### config.mk
export PLATFORM = sky130hd
export DESIGN_NAME = sha1_digest_engine_unit_flat
export DESIGN_NICKNAME = d
export VERILOG_FILES = /design/src/rtl/core/sha1_pkg.sv /design/src/rtl/core/sha1_if.sv /design/src/rtl/core/sha1_digest_engine_unit.sv /design/src/rtl/core/sha1_compress.sv /design/src/flat_wrapper.sv
export SDC_FILE = /design/constraint.sdc
export NUM_CORES = 2
export LEC_CHECK = 0
export ABC_AREA = 1
export BUFFER_PORTS_ARGS = -buffer_cell sky130_fd_sc_hd__buf_4
export CAP_MARGIN = 30
export CORE_MARGIN = 3
export CORE_UTILIZATION = 40
export CTS_CLUSTER_DIAMETER = 120
export CTS_CLUSTER_SIZE = 20
export DETAILED_ROUTE_END_ITERATION = 10
export GPL_TIMING_DRIVEN = 0
export SYNTH_ARGS = -nofsm -noshare
export SYNTH_HDL_FRONTEND = slang
export SYNTH_SLANG_ARGS = --single-unit
### constraint.sdc
create_clock -name clk -period 35.5 [get_ports clk]
set_input_delay 1.775 -clock clk [delete_from_list [all_inputs] [get_ports clk]]
set_output_delay 1.775 -clock clk [all_outputs]
set_load 0.005 [all_outputs]
### src/rtl/core/sha1_pkg.sv
// SHA-1 engine package: constants, shared types and round helper functions.
// No dependencies; used by the interfaces, the compression core and the top level.
package sha1_pkg;

	typedef logic [31:0] word_t;
	typedef logic [4:0][31:0] chain_t;
	typedef logic [6:0] round_t;
	typedef logic [3:0] pos_t;
	typedef logic [2:0] bcnt_t;

	localparam int unsigned NUM_DIGEST = 5;
	localparam round_t LAST_ROUND = 7'd79;

	// Initial chaining words, index 0 in the low slot
	localparam chain_t CHAIN_INIT = {32'hC3D2E1F0, 32'h10325476, 32'h98BADCFE,
		32'hEFCDAB89, 32'h67452301};

	localparam word_t K_0 = 32'h5A827999;
	localparam word_t K_1 = 32'h6ED9EBA1;
	localparam word_t K_2 = 32'h8F1BBCDC;
	localparam word_t K_3 = 32'hCA62C1D6;

	localparam word_t PAD_MARK = 32'h8000_0000;
	localparam bcnt_t BYTES_FULL = 3'd4;
	localparam pos_t LEN_HI_POS = 4'd14;
	localparam pos_t LEN_LO_POS = 4'd15;
	localparam pos_t BLOCK_END = 4'd15;
	localparam logic [2:0] LAST_INDEX = 3'd4;

	// Control from the sequencer to the compression core
	typedef struct packed {
		logic load;
		word_t load_word;
		logic start;
		logic clear;
	} cmp_ctrl_t;

	function automatic word_t round_f(round_t r, word_t b, word_t c, word_t d);
		word_t f;
		if (r < 7'd20) begin
			f = (b & c) | (~b & d);
		end else if (r < 7'd40) begin
			f = b ^ c ^ d;
		end else if (r < 7'd60) begin
			f = (b & c) | (b & d) | (c & d);
		end else begin
			f = b ^ c ^ d;
		end
		return f;
	endfunction

	function automatic word_t round_k(round_t r);
		word_t k;
		if (r < 7'd20) begin
			k = K_0;
		end else if (r < 7'd40) begin
			k = K_1;
		end else if (r < 7'd60) begin
			k = K_2;
		end else begin
			k = K_3;
		end
		return k;
	endfunction

	// Final partial word: keep the valid bytes, place the 0x80 marker after them
	function automatic word_t tail_word(word_t w, bcnt_t n);
		word_t t;
		case (n)
			3'd0: t = PAD_MARK;
			3'd1: t = {w[31:24], 24'h80_0000};
			3'd2: t = {w[31:16], 16'h8000};
			3'd3: t = {w[31:8], 8'h80};
			default: t = w;
		endcase
		return t;
	endfunction

endpackage

### src/rtl/core/sha1_if.sv
// Valid/ready channel interfaces for message input and digest output.
// Depends on sha1_pkg for the word type.
interface sha1_msg_if;
	logic valid;
	logic ready;
	sha1_pkg::word_t data_word;
	logic [2:0] byte_count;
	logic last;

	modport source (output valid, data_word, byte_count, last, input ready);
	modport sink (input valid, data_word, byte_count, last, output ready);
endinterface

interface sha1_dig_if;
	logic valid;
	logic ready;
	sha1_pkg::word_t digest_word;
	logic [2:0] word_index;
	logic last_word;

	modport source (output valid, digest_word, word_index, last_word, input ready);
	modport sink (input valid, digest_word, word_index, last_word, output ready);
endinterface

### src/rtl/core/sha1_digest_engine_unit.sv
// SHA-1 digest engine top level: input sequencer, padding, length and digest output.
// Depends on sha1_pkg, sha1_msg_if, sha1_dig_if and sha1_compress.
//
// Usage: message words arrive on msg (valid/ready), big-endian, four bytes each;
// the word with last set carries 0 to 4 bytes in its high bytes (byte_count).
// Each accepted word is shifted into the 16-word block window. The sixteenth
// word of a block starts a compression: 80 rounds at one per cycle in the
// shared round unit, then a feed-forward add, during which msg.ready is low.
// After the last word the padding, marker and 64-bit bit length are shifted in
// one word per cycle, pausing while a compression runs, and one or two more
// compressions run. The five digest words then appear on dig, index 0 first,
// with last_word on index 4; a stall on dig.ready simply holds the current word.
// Reset (arst_n low) or delivery of the fifth digest word returns the chaining
// words, bit length and word position to their initial values.
module sha1_digest_engine_unit (
	input logic      clk,
	input logic      arst_n,
	sha1_msg_if.sink msg,
	sha1_dig_if.source dig
);

	localparam logic [1:0] ST_IDLE = 2'd0;
	localparam logic [1:0] ST_PAD  = 2'd1;
	localparam logic [1:0] ST_WAIT = 2'd2;
	localparam logic [1:0] ST_OUT  = 2'd3;

	logic [1:0] state_q;
	sha1_pkg::pos_t pos_q;
	logic [63:0] len_q;
	logic mark_q, hi_done_q, pad_q, fin_q;
	logic [2:0] idx_q;

	logic msg_acc, dig_acc, put, wrap, cmp_done;
	sha1_pkg::bcnt_t cnt_c;
	sha1_pkg::word_t put_word;
	sha1_pkg::cmp_ctrl_t ctrl;
	sha1_pkg::chain_t chain;

	assign msg_acc = msg.valid && msg.ready;
	assign dig_acc = dig.valid && dig.ready;
	assign cnt_c = (msg.byte_count > sha1_pkg::BYTES_FULL) ? sha1_pkg::BYTES_FULL
		: msg.byte_count;

	// Word to shift into the block window this cycle
	always_comb begin
		put = 1'b0;
		put_word = '0;
		unique case (state_q)
			ST_IDLE: begin
				if (msg_acc) begin
					put = 1'b1;
					if (!msg.last || cnt_c == sha1_pkg::BYTES_FULL) begin
						put_word = msg.data_word;
					end else begin
						put_word = sha1_pkg::tail_word(msg.data_word, cnt_c);
					end
				end
			end
			ST_PAD: begin
				put = 1'b1;
				if (mark_q) begin
					put_word = sha1_pkg::PAD_MARK;
				end else if (pos_q == sha1_pkg::LEN_HI_POS) begin
					put_word = len_q[63:32];
				end else if (pos_q == sha1_pkg::LEN_LO_POS && hi_done_q) begin
					put_word = len_q[31:0];
				end else begin
					put_word = '0;
				end
			end
			ST_WAIT, ST_OUT: put = 1'b0;
			default: put = 1'b0;
		endcase
	end

	assign wrap = put && (pos_q == sha1_pkg::BLOCK_END);

	always_comb begin
		ctrl.load = put;
		ctrl.load_word = put_word;
		ctrl.start = wrap;
		ctrl.clear = dig_acc && (idx_q == sha1_pkg::LAST_INDEX);
	end

	sha1_compress u_compress (
		.clk    (clk),
		.arst_n (arst_n),
		.ctrl   (ctrl),
		.done   (cmp_done),
		.chain  (chain)
	);

	// Message sequencer
	always_ff @(posedge clk or negedge arst_n) begin
		if (!arst_n) begin
			state_q <= ST_IDLE;
			pos_q <= '0;
			len_q <= '0;
			mark_q <= 1'b0;
			hi_done_q <= 1'b0;
			pad_q <= 1'b0;
			fin_q <= 1'b0;
			idx_q <= '0;
		end else begin
			if (put) pos_q <= pos_q + 4'd1;
			unique case (state_q)
				ST_IDLE: begin
					if (msg_acc) begin
						if (msg.last) begin
							len_q <= len_q + {58'd0, cnt_c, 3'd0};
							pad_q <= 1'b1;
							mark_q <= (cnt_c == sha1_pkg::BYTES_FULL);
						end else begin
							len_q <= len_q + 64'd32;
						end
						if (wrap) state_q <= ST_WAIT;
						else if (msg.last) state_q <= ST_PAD;
					end
				end
				ST_PAD: begin
					if (mark_q) begin
						mark_q <= 1'b0;
					end else if (pos_q == sha1_pkg::LEN_HI_POS) begin
						hi_done_q <= 1'b1;
					end else if (pos_q == sha1_pkg::LEN_LO_POS && hi_done_q) begin
						fin_q <= 1'b1;
					end
					if (wrap) state_q <= ST_WAIT;
				end
				ST_WAIT: begin
					idx_q <= '0;
					if (cmp_done) begin
						if (fin_q) state_q <= ST_OUT;
						else if (pad_q) state_q <= ST_PAD;
						else state_q <= ST_IDLE;
					end
				end
				ST_OUT: begin
					if (dig_acc) begin
						idx_q <= idx_q + 3'd1;
						if (idx_q == sha1_pkg::LAST_INDEX) begin
							state_q <= ST_IDLE;
							len_q <= '0;
							pos_q <= '0;
							mark_q <= 1'b0;
							hi_done_q <= 1'b0;
							pad_q <= 1'b0;
							fin_q <= 1'b0;
						end
					end
				end
				default: state_q <= ST_IDLE;
			endcase
		end
	end

	// Channel outputs
	assign msg.ready = (state_q == ST_IDLE);
	assign dig.valid = (state_q == ST_OUT);
	assign dig.digest_word = chain[idx_q];
	assign dig.word_index = idx_q;
	assign dig.last_word = (idx_q == sha1_pkg::LAST_INDEX);

endmodule

### src/rtl/core/sha1_compress.sv
// SHA-1 compression core: 16-word schedule window, working words and chaining words.
// One round per cycle over 80 rounds, then a feed-forward add. Depends on sha1_pkg.
module sha1_compress (
	input  logic               clk,
	input  logic               arst_n,
	input  sha1_pkg::cmp_ctrl_t ctrl,
	output logic               done,
	output sha1_pkg::chain_t   chain
);

	localparam logic [1:0] C_IDLE = 2'd0;
	localparam logic [1:0] C_RND  = 2'd1;
	localparam logic [1:0] C_ADD  = 2'd2;

	logic [1:0] state_q;
	sha1_pkg::round_t round_q;
	sha1_pkg::chain_t chain_q;
	sha1_pkg::word_t window_q [16];
	sha1_pkg::word_t a_q, b_q, c_q, d_q, e_q;
	sha1_pkg::word_t sched_x, sched_next, temp;

	// Message schedule and round sum
	always_comb begin
		sched_x = window_q[13] ^ window_q[8] ^ window_q[2] ^ window_q[0];
		sched_next = {sched_x[30:0], sched_x[31]};
		temp = {a_q[26:0], a_q[31:27]} + sha1_pkg::round_f(round_q, b_q, c_q, d_q)
			+ e_q + sha1_pkg::round_k(round_q) + window_q[0];
	end

	// Sequencer
	always_ff @(posedge clk or negedge arst_n) begin
		if (!arst_n) begin
			state_q <= C_IDLE;
			round_q <= '0;
		end else begin
			unique case (state_q)
				C_IDLE: begin
					round_q <= '0;
					if (ctrl.start) state_q <= C_RND;
				end
				C_RND: begin
					round_q <= round_q + 7'd1;
					if (round_q == sha1_pkg::LAST_ROUND) state_q <= C_ADD;
				end
				C_ADD: state_q <= C_IDLE;
				default: state_q <= C_IDLE;
			endcase
		end
	end

	// Schedule window shifts on a load and on every round
	always_ff @(posedge clk) begin
		if (ctrl.load || state_q == C_RND) begin
			for (int i = 0; i < 15; i++) window_q[i] <= window_q[i + 1];
			window_q[15] <= ctrl.load ? ctrl.load_word : sched_next;
		end
		if (ctrl.start) begin
			a_q <= chain_q[0];
			b_q <= chain_q[1];
			c_q <= chain_q[2];
			d_q <= chain_q[3];
			e_q <= chain_q[4];
		end else if (state_q == C_RND) begin
			e_q <= d_q;
			d_q <= c_q;
			c_q <= {b_q[1:0], b_q[31:2]};
			b_q <= a_q;
			a_q <= temp;
		end
	end

	// Chaining words: feed-forward add, cleared after each message
	always_ff @(posedge clk or negedge arst_n) begin
		if (!arst_n) begin
			chain_q <= sha1_pkg::CHAIN_INIT;
		end else if (ctrl.clear) begin
			chain_q <= sha1_pkg::CHAIN_INIT;
		end else if (state_q == C_ADD) begin
			chain_q[0] <= chain_q[0] + a_q;
			chain_q[1] <= chain_q[1] + b_q;
			chain_q[2] <= chain_q[2] + c_q;
			chain_q[3] <= chain_q[3] + d_q;
			chain_q[4] <= chain_q[4] + e_q;
		end
	end

	assign done = (state_q == C_ADD);
	assign chain = chain_q;

endmodule

### src/flat_wrapper.sv
// flat-port wrapper written by rule: the top's interface ports become plain ports
module sha1_digest_engine_unit_flat 
  (clk, arst_n, msg_valid, msg_data_word, msg_byte_count, msg_last, msg_ready, dig_valid, dig_digest_word, dig_word_index, dig_last_word, dig_ready);
  sha1_msg_if msg_i ();
  sha1_dig_if dig_i ();
  input logic clk;
  input logic arst_n;
  input wire logic [$bits(msg_i.valid)-1:0] msg_valid;
  input wire logic [$bits(msg_i.data_word)-1:0] msg_data_word;
  input wire logic [$bits(msg_i.byte_count)-1:0] msg_byte_count;
  input wire logic [$bits(msg_i.last)-1:0] msg_last;
  output wire logic [$bits(msg_i.ready)-1:0] msg_ready;
  output wire logic [$bits(dig_i.valid)-1:0] dig_valid;
  output wire logic [$bits(dig_i.digest_word)-1:0] dig_digest_word;
  output wire logic [$bits(dig_i.word_index)-1:0] dig_word_index;
  output wire logic [$bits(dig_i.last_word)-1:0] dig_last_word;
  input wire logic [$bits(dig_i.ready)-1:0] dig_ready;
  assign msg_i.valid = msg_valid;
  assign msg_i.data_word = msg_data_word;
  assign msg_i.byte_count = msg_byte_count;
  assign msg_i.last = msg_last;
  assign msg_ready = msg_i.ready;
  assign dig_valid = dig_i.valid;
  assign dig_digest_word = dig_i.digest_word;
  assign dig_word_index = dig_i.word_index;
  assign dig_last_word = dig_i.last_word;
  assign dig_i.ready = dig_ready;
  sha1_digest_engine_unit u_core (.clk(clk), .arst_n(arst_n), .msg(msg_i), .dig(dig_i));
endmodule
==> flow_metrics.py <==
metrics = {
    "outcome": {
        "outcome": "finished clean",
    },
    "floorplanning": {
        "die_width_um": 371.5,
        "dieArea_um2": 138000,
        "core_region_area_um2": 132100,
        "io_pins": 78,
        "placement_rows": 133,
        "initial_utilization": 0.4044,
        "die_h_um": 371.5,
    },
    "cts": {
        "tritoncts_clock_tree": "yes",
        "cts_setup_buffers": 0,
        "post_cts_resized": 0,
        "worst_skew_pair.late_latency_ns": 0.72,
        "clock-sinks": 915,
        "ctsHtreeMaxLevel": 2,
        "clockBufferDepth": 3,
        "clock_root_buffer": "sky130_fd_sc_hd__clkbuf_16",
        "cts.clk_slew.worst_paths_ns": 0.10,
        "hold_fix_buffers_cts": 0,
        "numCtsBuffers": 55,
    },
    "synthesis": {
        "post_synthesis_sequential_area_ratio": 0.4933,
        "synth-adder-area-share": 0.09545,
        "synth_top_family_by_area": "simple AND/OR/NAND/NOR gates",
        "number_of_synthesized_flops_with_an_enable_pin": 672,
        "post_synth_mux_area_share": 0,
        "syn-num-nets": 6504,
        "synth-compound-area-share": 0.1060,
        "syn_area_um2": 53430,
        "yosys.area_share.xor_xnor": 0.02311,
        "synthSimpleGateAreaFrac": 0.2026,
        "yosys.cell_types.count": 53,
        "synth.yosys.warnings": 0,
        "synth_cells": 6132,
        "avgSynthCellArea_um2": 8.714,
        "synth-seq-cells": 915,
        "ys_dominant_reg_cell": "sky130_fd_sc_hd__edfxtp_1",
        "async_flop_share": 0.2656,
    },
    "timing": {
        "final.min_clock_period_ns": 6.493,
        "maxClockFrequency_ghz": 0.1540,
        "transition_time_at_the_pin_with_the_least_slew_margin_ns": 1.193,
        "post_route_fraction_of_the_period_consumed_by_the_critical_path": 0.1829,
        "unrepaired_setup_endpoints_after_global_routing": "no",
        "slew-limit-headroom": 0.2049,
        "fin_tns_setup_ns": 0,
        "report.final.slew_viol_count": 0,
        "setup_viol": 0,
        "fin_worst_skew_ns": 0.07171,
        "finalHoldViolations": 0,
    },
    "job": {
        "max_cap_violations": 0,
    },
    "detailed_routing": {
        "vias": 44600,
        "remaining_antenna_violation_count_after_routing": 0,
        "residual_drc": 0,
        "detail_route.wl_per_cell_um": 26.01,
        "first_pass_iters": 6,
        "postRouteWirelength_um": 210600,
        "post_drt_via_cell_ratio": 5.508,
        "detail_route.iter0.violations": 5284,
    },
    "worst_setup_path": {
        "startpoint_type": "flop",
        "critical_path_buf_inv_count": 7,
        "required_ns": 35.92,
        "timing.setup.critical_path_class": "reg2reg",
        "slowest_stage_cell_on_the_critical_path": "sky130_fd_sc_hd__a221oi_1",
        "worst_setup_path_end_kind": "flop",
        "critical_path.startpoint": "u_core.u_compress.round_q[3]",
        "timing.critical_path.mode_cell": "sky130_fd_sc_hd__nand2_1",
        "critical_path_peak_fanout": 10,
        "critPathMaxStageDelay_ns": 0.88,
        "critical_path.reg2reg.startpoint": "u_core.u_compress.round_q[3]",
        "critical_path.top_delay_family": "adder cells",
        "crit_path_cell_trace": "nand2_1 > nand2_1 > nor2_4 > inv_2 > nand2_2 > inv_2 > buf_2 > a221oi_1 > fa_1 > inv_1 > fa_1 > inv_1 > fa_1 > inv_1 > ha_1 > nand2_1 > inv_1 > nand2_1 > nand2_1 > a21oi_1 > nand2_1 > xnor2_1 > o21ai_0",
        "crit_arrival_ns": 6.91,
        "worst-r2r-setup-slack_ns": 29.01,
    },
    "global_routing": {
        "grt_first_pass_wirelength_um": 297200,
        "grt_max_degree": 89,
        "antenna_found_initial": 6,
        "global_route.overflow_total": 0,
        "grt_pass1_vias": 41280,
        "total_global_route_track_usage": 0.3021,
    },
    "final_layout": {
        "n_fill_cell": 13150,
        "layout_overhead_on_the_synthesized_area_pct": 9.306,
        "fraction_of_final_layout_cells_with_drive_strength_greater_than_1": 0.05632,
        "design.final.nets": 6664,
    },
    "min_path": {
        "hold_path.class": "reg2reg",
        "worstHoldStart": "u_core.u_compress.window_q[0][33]",
    },
    "placed_design": {
        "gp_congestion": 1.073,
        "io_buffer_count": 77,
        "dp_hpwl_um": 170700,
    },
}
-- cells by family after synthesis --
logic type | count (synthesis)
AND/OR/NAND/NOR | 2607
buffers and inverters | 1113
AO/OA/AOI/OAI | 1024
flip-flops | 915
adder cells (fa/ha/maj) | 332
XOR/XNOR | 141
-- cells in the mapped netlist (14+ instances only) --
cell                       count  area share
sky130_fd_sc_hd__a211oi_1     17      0.0024
sky130_fd_sc_hd__a21oi_1     345       0.032
sky130_fd_sc_hd__a221oi_1     21      0.0034
sky130_fd_sc_hd__a22oi_1      14      0.0020
sky130_fd_sc_hd__buf_1        17      0.0012
sky130_fd_sc_hd__buf_2        44      0.0041
sky130_fd_sc_hd__clkbuf_1     58      0.0041
sky130_fd_sc_hd__dfrtp_1     163       0.076
sky130_fd_sc_hd__dfstp_2      80       0.039
sky130_fd_sc_hd__edfxtp_1    672        0.38
sky130_fd_sc_hd__fa_1        126       0.047
sky130_fd_sc_hd__ha_1        206       0.048
sky130_fd_sc_hd__inv_1       976       0.069
sky130_fd_sc_hd__nand2_1    1578        0.11
sky130_fd_sc_hd__nand3_1     338       0.032
sky130_fd_sc_hd__nand3b_1     19      0.0027
sky130_fd_sc_hd__nand4_1      69      0.0081
sky130_fd_sc_hd__nor2_1      447       0.031
sky130_fd_sc_hd__nor3_1       70      0.0066
sky130_fd_sc_hd__nor4_1       16      0.0019
sky130_fd_sc_hd__o21ai_0     439       0.041
sky130_fd_sc_hd__o21bai_1     47      0.0066
sky130_fd_sc_hd__o22ai_1      78      0.0091
sky130_fd_sc_hd__xnor2_1      79       0.013
sky130_fd_sc_hd__xor2_1       62       0.010
-- placed cells by master, fill, tap and decap left out, types with 56 or more instances in the layout --
cell | Yosys | final
sky130_fd_sc_hd__dfrtp_1 | 163 | 163
sky130_fd_sc_hd__edfxtp_1 | 672 | 672
sky130_fd_sc_hd__inv_1 | 976 | 976
sky130_fd_sc_hd__ha_1 | 206 | 206
sky130_fd_sc_hd__o22ai_1 | 78 | 78
sky130_fd_sc_hd__buf_4 | 4 | 80
sky130_fd_sc_hd__dfstp_2 | 80 | 80
sky130_fd_sc_hd__a21oi_1 | 345 | 345
sky130_fd_sc_hd__clkbuf_1 | 58 | 92
sky130_fd_sc_hd__xnor2_1 | 79 | 79
sky130_fd_sc_hd__xor2_1 | 62 | 62
sky130_fd_sc_hd__nand4_1 | 69 | 69
sky130_fd_sc_hd__nand2_1 | 1578 | 1576
sky130_fd_sc_hd__nor3_1 | 70 | 70
sky130_fd_sc_hd__nand3_1 | 338 | 338
sky130_fd_sc_hd__fa_1 | 126 | 126
sky130_fd_sc_hd__o21ai_0 | 439 | 439
sky130_fd_sc_hd__nor2_1 | 447 | 447
sky130_fd_sc_hd__clkbuf_16 | 0 | 56
-- through the flow --
step           setup slack, ns  hold slack [ns]  instances    util  instance area [um^2]
5_1_grt                  28.91           0.4213       8094  0.4420                 58400
3_3_place_gp             16.22           0.4002       7964  0.4254                 56210
6_report                 29.01           0.4002       8097  0.4420                 58400
4_1_cts                  29.15           0.4119       8092  0.4419                 58380
2_1_floorplan            21.21           0.4003       6132       -                 53430
3_5_place_dp             29.18           0.4045       7988  0.4291                 56700
-- sequential cells by signal (all words and copies together), names as in the netlist, 3 cells and up --
register / cells
u_core.dig.word_index: 3
u_core.len_q: 61
u_core.pos_q: 4
u_core.u_compress.a_q: 32
u_core.u_compress.b_q: 32
u_core.u_compress.c_q: 32
u_core.u_compress.chain: 160
u_core.u_compress.d_q: 32
u_core.u_compress.e_q: 32
u_core.u_compress.round_q: 7
u_core.u_compress.window_q: 512
-- layer usage --
| metal | part of all wire | vias up | track usage | wire length [um] |
|---|---|---|---|---|
| li1 | - | 20570 | - | - |
| met2 | 0.42 | 1964 | 0.4440 | 88430 |
| met1 | 0.44 | 21680 | 0.4386 | 92860 |
| met3 | 0.089 | 385 | 0.05461 | 18720 |
| met5 | 0.000095 | - | 0 | 20 |
| met4 | 0.050 | 2 | 0.1246 | 10590 |
-- worst paths after layout --
check / cells past startpoint / to
setup reg to reg: 23 / u_core.u_compress.a_q[15]
setup / recovery: 23 / u_core.u_compress.a_q[15]
max in group asynchronous: 3 / u_core.len_q[22]
hold / removal: 0 / u_core.u_compress.window_q[0][1]
min in group asynchronous: 1 / u_core.u_compress.chain[138]
hold reg to reg: 0 / u_core.u_compress.window_q[0][1]
-- area by class of cell --
type                            count  area (um^2)  area share
Antenna cell                        3        7.507   0.0001285
Buffer                            123        531.8    0.009105
Clock buffer                       91         1543     0.02641
Clock inverter                     13        136.4    0.002335
Inverter                          990         3716     0.06363
Multi-Input combinational cell   4104        22840      0.3911
Sequential cell                   915        26360      0.4513
Tap cell                         1755         2196     0.03760
Timing Repair Buffer              103         1075     0.01840
Power is not shown: default switching activity piles up to over one toggle a cycle in this logic, so the estimate is an artifact.
